===== src/design/hmtq_pkg.sv =====
// Shared types and constants for the heightmap triangle height query block.
// Used by the controller, the datapath and the top level. No dependencies.
`default_nettype none

package hmtq_pkg;

  // Request kinds carried on req_type.
  localparam logic REQ_WRITE = 1'b0;
  localparam logic REQ_QUERY = 1'b1;

  // Configuration register indexes.
  localparam logic [1:0] CFG_TILE_SIZE = 2'd0;
  localparam logic [1:0] CFG_TILE_COL  = 2'd1;
  localparam logic [1:0] CFG_TILE_ROW  = 2'd2;

  // Configuration reset values.
  localparam logic [15:0] TILE_SIZE_RST = 16'd256;

  // Saturation limits of a signed Q.8 height.
  localparam logic signed [23:0] H_MAX = 24'sh7FFFFF;
  localparam logic signed [23:0] H_MIN = -24'sh800000;

  // Q.16 one, used for the triangle test and upper triangle weights.
  localparam logic [16:0] ONE_Q16 = 17'h10000;

  // Controller states, one-hot.
  typedef enum logic [10:0] {
    S_IDLE = 11'b000_0000_0001,
    S_ORG  = 11'b000_0000_0010,
    S_CHK  = 11'b000_0000_0100,
    S_NMUL = 11'b000_0000_1000,
    S_DIV  = 11'b000_0001_0000,
    S_RD   = 11'b000_0010_0000,
    S_SEL  = 11'b000_0100_0000,
    S_M1   = 11'b000_1000_0000,
    S_M2   = 11'b001_0000_0000,
    S_M3   = 11'b010_0000_0000,
    S_OUT  = 11'b100_0000_0000
  } state_t;

  // Commands from the controller to the datapath.
  typedef struct packed {
    logic wr_en;
    logic load_pos;
    logic axis;
    logic org;
    logic chk;
    logic nmul;
    logic div;
    logic rd;
    logic sel;
    logic m1;
    logic m2;
    logic m3;
    logic load_out;
  } cmd_t;

  // Status from the datapath to the controller.
  typedef struct packed {
    logic outside;
    logic div_last;
    logic rd_last;
    logic out_free;
  } sts_t;

endpackage

`default_nettype wire


===== src/design/hmtq_ctrl.sv =====
// Controller state machine of the height query block.
// Depends on hmtq_pkg for the state, command and status types.
`default_nettype none

module hmtq_ctrl (
  input  logic            clk,
  input  logic            rst,
  input  logic            in_valid,
  input  logic            req_type,
  output logic            in_stall,
  output hmtq_pkg::cmd_t  cmd,
  input  hmtq_pkg::sts_t  sts
);
  import hmtq_pkg::*;

  state_t state, state_next;
  logic   axis, axis_next;
  logic   accept;

  assign in_stall = (state != S_IDLE);
  assign accept   = in_valid && !in_stall;

  // Next state and axis selection.
  always_comb begin
    state_next = state;
    axis_next  = axis;
    case (state)
      S_IDLE: begin
        if (accept && req_type == REQ_QUERY) begin
          state_next = S_ORG;
          axis_next  = 1'b0;
        end
      end
      S_ORG:  state_next = S_CHK;
      S_CHK:  state_next = sts.outside ? S_OUT : S_NMUL;
      S_NMUL: state_next = S_DIV;
      S_DIV: begin
        if (sts.div_last) begin
          if (!axis) begin
            axis_next  = 1'b1;
            state_next = S_ORG;
          end else begin
            state_next = S_RD;
          end
        end
      end
      S_RD:   if (sts.rd_last) state_next = S_SEL;
      S_SEL:  state_next = S_M1;
      S_M1:   state_next = S_M2;
      S_M2:   state_next = S_M3;
      S_M3:   state_next = S_OUT;
      S_OUT:  if (sts.out_free) state_next = S_IDLE;
      default: state_next = S_IDLE;
    endcase
  end

  // Command decode.
  always_comb begin
    cmd          = '0;
    cmd.axis     = axis;
    cmd.wr_en    = accept && req_type == REQ_WRITE;
    cmd.load_pos = accept && req_type == REQ_QUERY;
    cmd.org      = (state == S_ORG);
    cmd.chk      = (state == S_CHK);
    cmd.nmul     = (state == S_NMUL);
    cmd.div      = (state == S_DIV);
    cmd.rd       = (state == S_RD);
    cmd.sel      = (state == S_SEL);
    cmd.m1       = (state == S_M1);
    cmd.m2       = (state == S_M2);
    cmd.m3       = (state == S_M3);
    cmd.load_out = (state == S_OUT) && sts.out_free;
  end

  always_ff @(posedge clk) begin
    if (rst) begin
      state <= S_IDLE;
      axis  <= 1'b0;
    end else begin
      state <= state_next;
      axis  <= axis_next;
    end
  end

endmodule

`default_nettype wire


===== config.mk =====
export PLATFORM = sky130hd
export DESIGN_NAME = hmtq_ctrl
export DESIGN_NICKNAME = d
export VERILOG_FILES = /design/src/design/hmtq_pkg.sv /design/src/design/hmtq_ctrl.sv
export SDC_FILE = /design/constraint.sdc
export NUM_CORES = 1
export LEC_CHECK = 0
export CELL_PAD_IN_SITES_DETAIL_PLACEMENT = 0
export CELL_PAD_IN_SITES_GLOBAL_PLACEMENT = 1
export CORE_MARGIN = 2
export CORE_UTILIZATION = 47
export DETAILED_ROUTE_END_ITERATION = 16
export DONT_BUFFER_PORTS = 1
export GPL_TIMING_DRIVEN = 0
export HOLD_SLACK_MARGIN = 0.15
export PLACE_DENSITY_LB_ADDON = 0.08
export SYNTH_ARGS = -nofsm -noshare
export SYNTH_HDL_FRONTEND = slang
export SYNTH_SLANG_ARGS = --single-unit

===== constraint.sdc =====
create_clock -name clk -period 3.9 [get_ports clk]
set_input_delay 0.39 -clock clk [delete_from_list [all_inputs] [get_ports clk]]
set_output_delay 0.39 -clock clk [all_outputs]
set_load 0.02 [all_outputs]

Word-level counts from Yosys, hierarchy flattened:

Cells that the tools add are included.

* bits in registers: 12
* bits of input ports: 8
* logic and storage cells: 37

* bitwise operators: 1
* equality and inequality tests: 16
* reduce and logical (&&, ||, !) cells: 8
* multiplexer cells: 10

Operators by type and width (count)
* 11-bit one-hot mux with 11 select lines: 1
* 11-bit 2-to-1 mux: 5
* 11-bit by 1-bit == test with 1-bit output, second input constant: 1
* 11-bit by 10-bit == test with 1-bit output, second input constant: 1
* 11-bit == test, second input constant: 1
* 11-bit by 2-bit == test with 1-bit output, second input constant: 1
* 11-bit by 3-bit == test with 1-bit output, second input constant: 1
* 11-bit by 4-bit == test with 1-bit output, second input constant: 1
* 11-bit by 5-bit == test with 1-bit output, second input constant: 1
* 11-bit by 6-bit == test with 1-bit output, second input constant: 1
* 11-bit by 7-bit == test with 1-bit output, second input constant: 1
* 11-bit by 8-bit == test with 1-bit output, second input constant: 1
* 11-bit by 9-bit == test with 1-bit output, second input constant: 1
* 11-bit by 1-bit != test with 1-bit output, second input constant: 1
* 6-bit 2-to-1 mux: 1
* 1-bit logical AND: 4
* 2-bit by 1-bit != test with 1-bit output, second input constant: 2
* 2-bit != test, second input constant: 2
* 4-bit AND reduction: 1
* 3-bit AND reduction: 1
* 1-bit 2-to-1 mux: 2
* 1-bit one-hot mux with 2 select lines: 1
* 2-bit nonzero test: 1
* 1-bit zero test: 1
* 1-bit NOT: 1

Depth between registers and ports, before layout:

Gate-level depths: netlist (run 1).

* word-level depth: 6
* gate-level depth with buffers: 7

Worst setup path before layout (run 1):

No wires, ideal clock.

* path type: register -> output
* start: register state[4]
* end: output port cmd[12] (netlist bit)
* stages on the path, launching flop included: 6
* buffers on the path: 1
* required time: 3510 ps
* arrival: 2143 ps
* slack: 1367 ps
* cell sequence: dfxtp_1 bufbuf_16 or3_1 nor4_1 nand2_1 nor3b_1

RTL lines
* start: declaration: RTL line hmtq_ctrl.sv:16 `state_t state, state_next;`
* start signal: assignment: RTL line hmtq_ctrl.sv:80 `state <= state_next;`
* end: declaration: RTL line hmtq_ctrl.sv:11 `output hmtq_pkg::cmd_t cmd,`

==> impl_metrics.json, run 1 <==
{
  "antenna_found_initial": 0,
  "cts_tree": "built",
  "clock.fmax_mhz": 324,
  "rrSetupSlack_ps": 1390,
  "worstHoldPathType": "input port to register",
  "synth_warnings": 0,
  "synthArstFlopShare": 0,
  "area_delta_synth_final_pct": 5.38,
  "critPathBufInv": 1,
  "critPathKind": "register to primary output",
  "yosysSeqAreaShare": 0.304,
  "maxSlewHeadroom": 0.344,
  "fin_nets": 107,
  "die_h_um": 45.0,
  "io_buffers": 0,
  "syn_avg_cell_area_um2": 8.41,
  "gr-usage-all-layers": 0.196,
  "mostFrequentLayoutCells": "dfxtp_1, nor2_1, nand2_1, nor3_1, nor3b_1",
  "cp_slowest_cell": "nor3b_1",
  "outcome": "complete, no violations",
  "dr.pass1.iters": 4,
  "cpPeakStageDelay_ps": 640,
  "cts_root_buffer": "clkbuf_4",
  "fin_util": 0.541,
  "placed_cell_area_um2": 811,
  "yosys_register_bits": 12,
  "grt_pass1_vias": 643,
  "grt_max_degree": 10,
  "synth-main-ff-cell": "dfxtp_1",
  "ios": 22,
  "period_needed_ps": 3090,
  "seq_area_um2": 240,
  "crit_arrival_ps": 2700,
  "rsz0062_at_grt": "no",
  "crit_chain": "bufbuf_16 -> or3_1 -> nor4_1 -> nand2_1 -> nor3b_1",
  "ant_nets": 0,
  "netlist_instances": 94,
  "synthesis.nets": 102,
  "hold_buffers": 0,
  "cts.repair.resized": 0,
  "layout_setup_ws_ps": 813,
  "worst_pin_slew_ps": 975,
  "vias": 705,
  "multiInputGateArea_um2": 465,
  "insertion_delay_ps": 270,
  "layout_commonest_cell": "dfxtp_1",
  "cts_setup_buffers": 0,
  "start_util": 0.513,
  "crit_path_end_kind": "primary output",
  "stdcell_area_um2": 833,
  "wl_per_cell_um": 15.0,
  "syn-cell-area_um2": 791,
  "die_w_um": 45.0,
  "grt_overflow": 0,
  "place.gp.congestion": 0.837,
  "drtIter0Drc": 17,
  "crit_required_ps": 3510,
  "die_area_mm2": 0.00203,
  "place_hpwl_um": 1300,
  "ys_types": 38,
  "diodes": 0,
  "setup_tns_ps": 0,
  "fin_total_pwr_uw": 274,
  "htree_levels": 1,
  "nFillCells": 160,
  "finalWirelength_um": 1700,
  "maxCapViolCount": 0,
  "cts.sinks": 12,
  "num_rows": 14,
  "synth-edff-count": 0,
  "grt_pass1_wl_um": 2870,
  "clk_pin_slew_ps": 70,
  "route.detailed.drc": 0,
  "drive_gt1_frac": 0.206,
  "final_hold_viol_count": 0,
  "powerDensity_mw_per_mm2": 328,
  "slew_viol_final": 0,
  "cts-buffers-inserted": 3,
  "crit_family": "simple AND/OR/NAND/NOR gates",
  "start_kind": "register",
  "post_drt_via_cell_ratio": 6.24,
  "skew_ps": 5.09,
  "peakVddDrop_uv": 183,
  "period_share": 0.791,
  "power_leakage_nw": 0.344,
  "worst-path-max-fanout": 9,
  "dp_slack_ps": 1080,
  "clockBufferDepth": 2,
  "setup_viol": 0,
  "core_mm2": 0.00154
}
## stage by stage
stage	std cells	hold slack, ps
CTS	113	166
detailed placement	110	455
global route	113	163
floorplan	94	452
finish	113	173
global placement	110	454
## synthesized netlist by cell type (2+ instances only)
| cell type | count | area share |
|---|---|---|
| or2_2 | 2 | 0.016 |
| nand2_1 | 7 | 0.033 |
| nor3b_1 | 6 | 0.057 |
| or4_4 | 2 | 0.028 |
| nand4_1 | 2 | 0.016 |
| o21a_1 | 2 | 0.019 |
| nor2_1 | 9 | 0.043 |
| nand2b_1 | 2 | 0.016 |
| nor3_1 | 6 | 0.038 |
| and3_1 | 5 | 0.040 |
| nor4b_1 | 2 | 0.022 |
| buf_4 | 3 | 0.028 |
| a21oi_1 | 2 | 0.013 |
| dfxtp_1 | 12 | 0.30 |
| nor4_1 | 2 | 0.016 |
| o21ai_0 | 4 | 0.025 |
| xor2_1 | 2 | 0.022 |
| inv_1 | 4 | 0.019 |
## report_power, final
part           switching [mW]  internal [mW]
Clock                  0.0386         0.0357
Sequential            0.00597          0.128
Combinational          0.0414         0.0243
## final cells by class
class / count / share of cell area
plain buffers: 5 / 0.0796
well taps: 16 / 0.0240
flip-flops and latches: 12 / 0.288
clock buffers: 3 / 0.0270
inverters: 5 / 0.0225
multi-input cells: 72 / 0.559
## routing by layer
| metal | routed length, um | global-route usage |
|---|---|---|
| met4 | 41 | 0.124 |
| met3 | 105 | 0.0280 |
| met5 | 0 | 0 |
| met1 | 795 | 0.283 |
| met2 | 758 | 0.269 |
## sequential cells by signal, summed over array words and instances, names as in the netlist
signal and flops:
state 11, axis 1
## kinds of logic after synthesis
family / synth area share
compound gates: 0.142
xor+xnor: 0.0222
fa+ha+maj: 0.0127
buf+inv: 0.108
flops: 0.304
simple gates: 0.411
## worst paths after layout
path / start / endpoint / depth (start not counted)
worst max-delay path: state[4] / cmd[12] / 5
worst min-delay path: rst / state[5] / 1
worst max register to register: state[2] / state[10] / 6
worst min register to register: axis / state[5] / 2
Note: power is estimated with default switching activity, not from simulation.
==> run 2: changes to the inputs <==
--- a/config.mk
+++ b/config.mk
@@ -5,10 +5,11 @@
 export SDC_FILE = /design/constraint.sdc
 export NUM_CORES = 1
 export LEC_CHECK = 0
+export ABC_AREA = 1
 export CELL_PAD_IN_SITES_DETAIL_PLACEMENT = 0
 export CELL_PAD_IN_SITES_GLOBAL_PLACEMENT = 1
 export CORE_MARGIN = 2
-export CORE_UTILIZATION = 47
+export CORE_UTILIZATION = 37
 export DETAILED_ROUTE_END_ITERATION = 16
 export DONT_BUFFER_PORTS = 1
 export GPL_TIMING_DRIVEN = 0
==> constraint.sdc (replaced) <==
create_clock -name clk -period 2.8 [get_ports clk]
set_input_delay 0.28 -clock clk [delete_from_list [all_inputs] [get_ports clk]]
set_output_delay 0.28 -clock clk [all_outputs]
set_load 0.02 [all_outputs]
==> impl_metrics.json, run 2 <==
{
  "grt_pass1_wl_um": 3000,
  "slew_viol_final": 0,
  "placed_cell_area_um2": 848,
  "cts.sinks": 12,
  "maxSlewHeadroom": 0.281,
  "synth.most_common_cell": "inv_1",
  "powerDensity_mw_per_mm2": 847,
  "synth_fa_ha_area_frac": 0,
  "period_needed_ps": 2080,
  "synth_warnings": 0,
  "seq_area_um2": 240,
  "insertion_delay_ps": 280,
  "setup_viol": 0,
  "die_area_mm2": 0.00259,
  "final_hold_viol_count": 0,
  "cts_setup_buffers": 0,
  "synth-edff-count": 0,
  "dp_slack_ps": 1030,
  "clk_pin_slew_ps": 90,
  "fin_util": 0.447,
  "drive_gt1_frac": 0.150,
  "fin_nets": 142,
  "period_share": 0.743,
  "globalRouteMet1Util": 0.220,
  "grt.met3_usage": 0.0322,
  "busiest_layer": "met2",
  "fin_hold_ws_ps": 217,
  "place.gp.congestion": 0.775,
  "grt_max_degree": 11,
  "cpPeakStageDelay_ps": 920,
  "stdcell_area_um2": 905,
  "start_util": 0.403,
  "fin_total_pwr_uw": 766,
  "outcome": "complete, no violations",
  "crit_family": "simple AND/OR/NAND/NOR gates",
  "start_kind": "register",
  "die_w_um": 50.9,
  "synth_top_family_by_area": "simple AND/OR/NAND/NOR gates",
  "gr-usage-all-layers": 0.156,
  "layout_commonest_cell": "inv_1",
  "clock.fmax_mhz": 481,
  "synth-xor-area-share": 0,
  "antenna_found_initial": 0,
  "setup_tns_ps": 0,
  "synthTopCellsByArea": "dfxtp_1, inv_1, nand2_1",
  "crit_path_end_kind": "primary output",
  "largest_reg_flops": 11,
  "critPathKind": "register to primary output",
  "crit_required_ps": 2520,
  "cp_num_cells": 3,
  "yosys_register_bits": 12,
  "stdcell_count": 160,
  "globalRouteMet2Util": 0.234,
  "nFillCells": 233,
  "ant_nets": 0,
  "synth_compound_area_frac": 0.0599,
  "synth_top_cells_by_count": "inv_1, nand2_1, nor2_1",
  "clockBufferDepth": 2,
  "power_leakage_nw": 0.517,
  "diodes": 0,
  "io_buffers": 0,
  "cts-buffers-inserted": 3,
  "synthMuxAreaShare": 0,
  "layout_setup_ws_ps": 720,
  "syn_avg_cell_area_um2": 6.41,
  "peakVddDrop_uv": 385,
  "cts.repair.resized": 0,
  "r2r_cells": 5,
  "synth_area_leader_cell": "dfxtp_1",
  "num_rows": 16,
  "finalWirelength_um": 1780,
  "cp_slowest_cell": "nor4_1",
  "htree_levels": 1,
  "worstHoldPathType": "input port to register",
  "vias": 719,
  "cts_tree": "built",
  "mostFrequentLayoutCells": "inv_1, nand2_1, nor2_1, dfxtp_1, nand3_1",
  "critPathBufInv": 1,
  "drtIter0Drc": 19,
  "placedCellCount": 154,
  "die_h_um": 50.9,
  "top_register": "state",
  "worst_pin_slew_ps": 1070,
  "place_hpwl_um": 1410,
  "worst-path-max-fanout": 3,
  "multiInputGateArea_um2": 447,
  "route.detailed.drc": 0,
  "rsz0062_at_grt": "no",
  "wl_per_cell_um": 11.1,
  "yosys.area.top_type_share": 0.295,
  "synthesis.nets": 135,
  "synth-main-ff-cell": "dfxtp_1",
  "ios": 22,
  "ys_types": 24,
  "grt_overflow": 0,
  "reg_top3": "state (11), axis (1)",
  "netlist_instances": 127,
  "post_drt_via_cell_ratio": 4.49,
  "grt_pass1_vias": 676,
  "core_mm2": 0.00202,
  "hold_buffers": 2,
  "crit_chain": "nor2_1 -> inv_1 -> nor4_1",
  "syn-cell-area_um2": 815,
  "maxCapViolCount": 0,
  "dr.pass1.iters": 4,
  "crit_arrival_ps": 1800,
  "cts_root_buffer": "clkbuf_4",
  "area_delta_synth_final_pct": 11.1,
  "holdPathStages": 2,
  "synthArstFlopShare": 0,
  "skew_ps": 1.33,
  "yosys.area_share.simple": 0.488,
  "yosysSeqAreaShare": 0.295
}
-- run 2: cell types whose count changed in the layout (fill, tap and decap cells not counted), sizes merged, moves of 4 or more --
cell   previous run  this run
and3              5         1
inv               5        30
nand2             7        30
nand3             1        10
nor2              9        24
nor3b             6         1
-- run 2: path summary, 6_finish.rpt --
| path | slack (ps) | endpoint | start |
|---|---|---|---|
| max reg2reg | 1000 | state[6] | state[6] |
| max | 720 | cmd[5] | state[6] |
| min | 220 | state[5] | sts[1] |
| min reg2reg | 530 | state[4] | state[4] |
-- run 2: cell type report --
cell class,count,share of cell area
clock buffers,4,0.0401
inverters,30,0.124
flip-flops and latches,12,0.266
plain buffers,2,0.0166
multi-input cells,83,0.494
well taps,27,0.0373
repair buffers,2,0.0221
-- run 2: cells by family (layout without fill, tap and decap cells) --
logic type,after synthesis,count (layout)
and+or+nand+nor,76,76
AOI/OAI and AO/OA,7,7
buffers and inverters,32,38
DFF,12,12
-- run 2: layer usage --
metal | vias to the layer above | wire length (um)
li1 | 395 | -
met5 | - | 0
met4 | 0 | 0
met3 | 0 | 72
met1 | 312 | 916
met2 | 12 | 794
-- run 2: where the power goes --
part | total [mW] | switching, mW | internal [mW]
combinational | 0.402 | 0.270 | 0.132
clock | 0.147 | 0.0682 | 0.0790
sequential | 0.216 | 0.0217 | 0.195
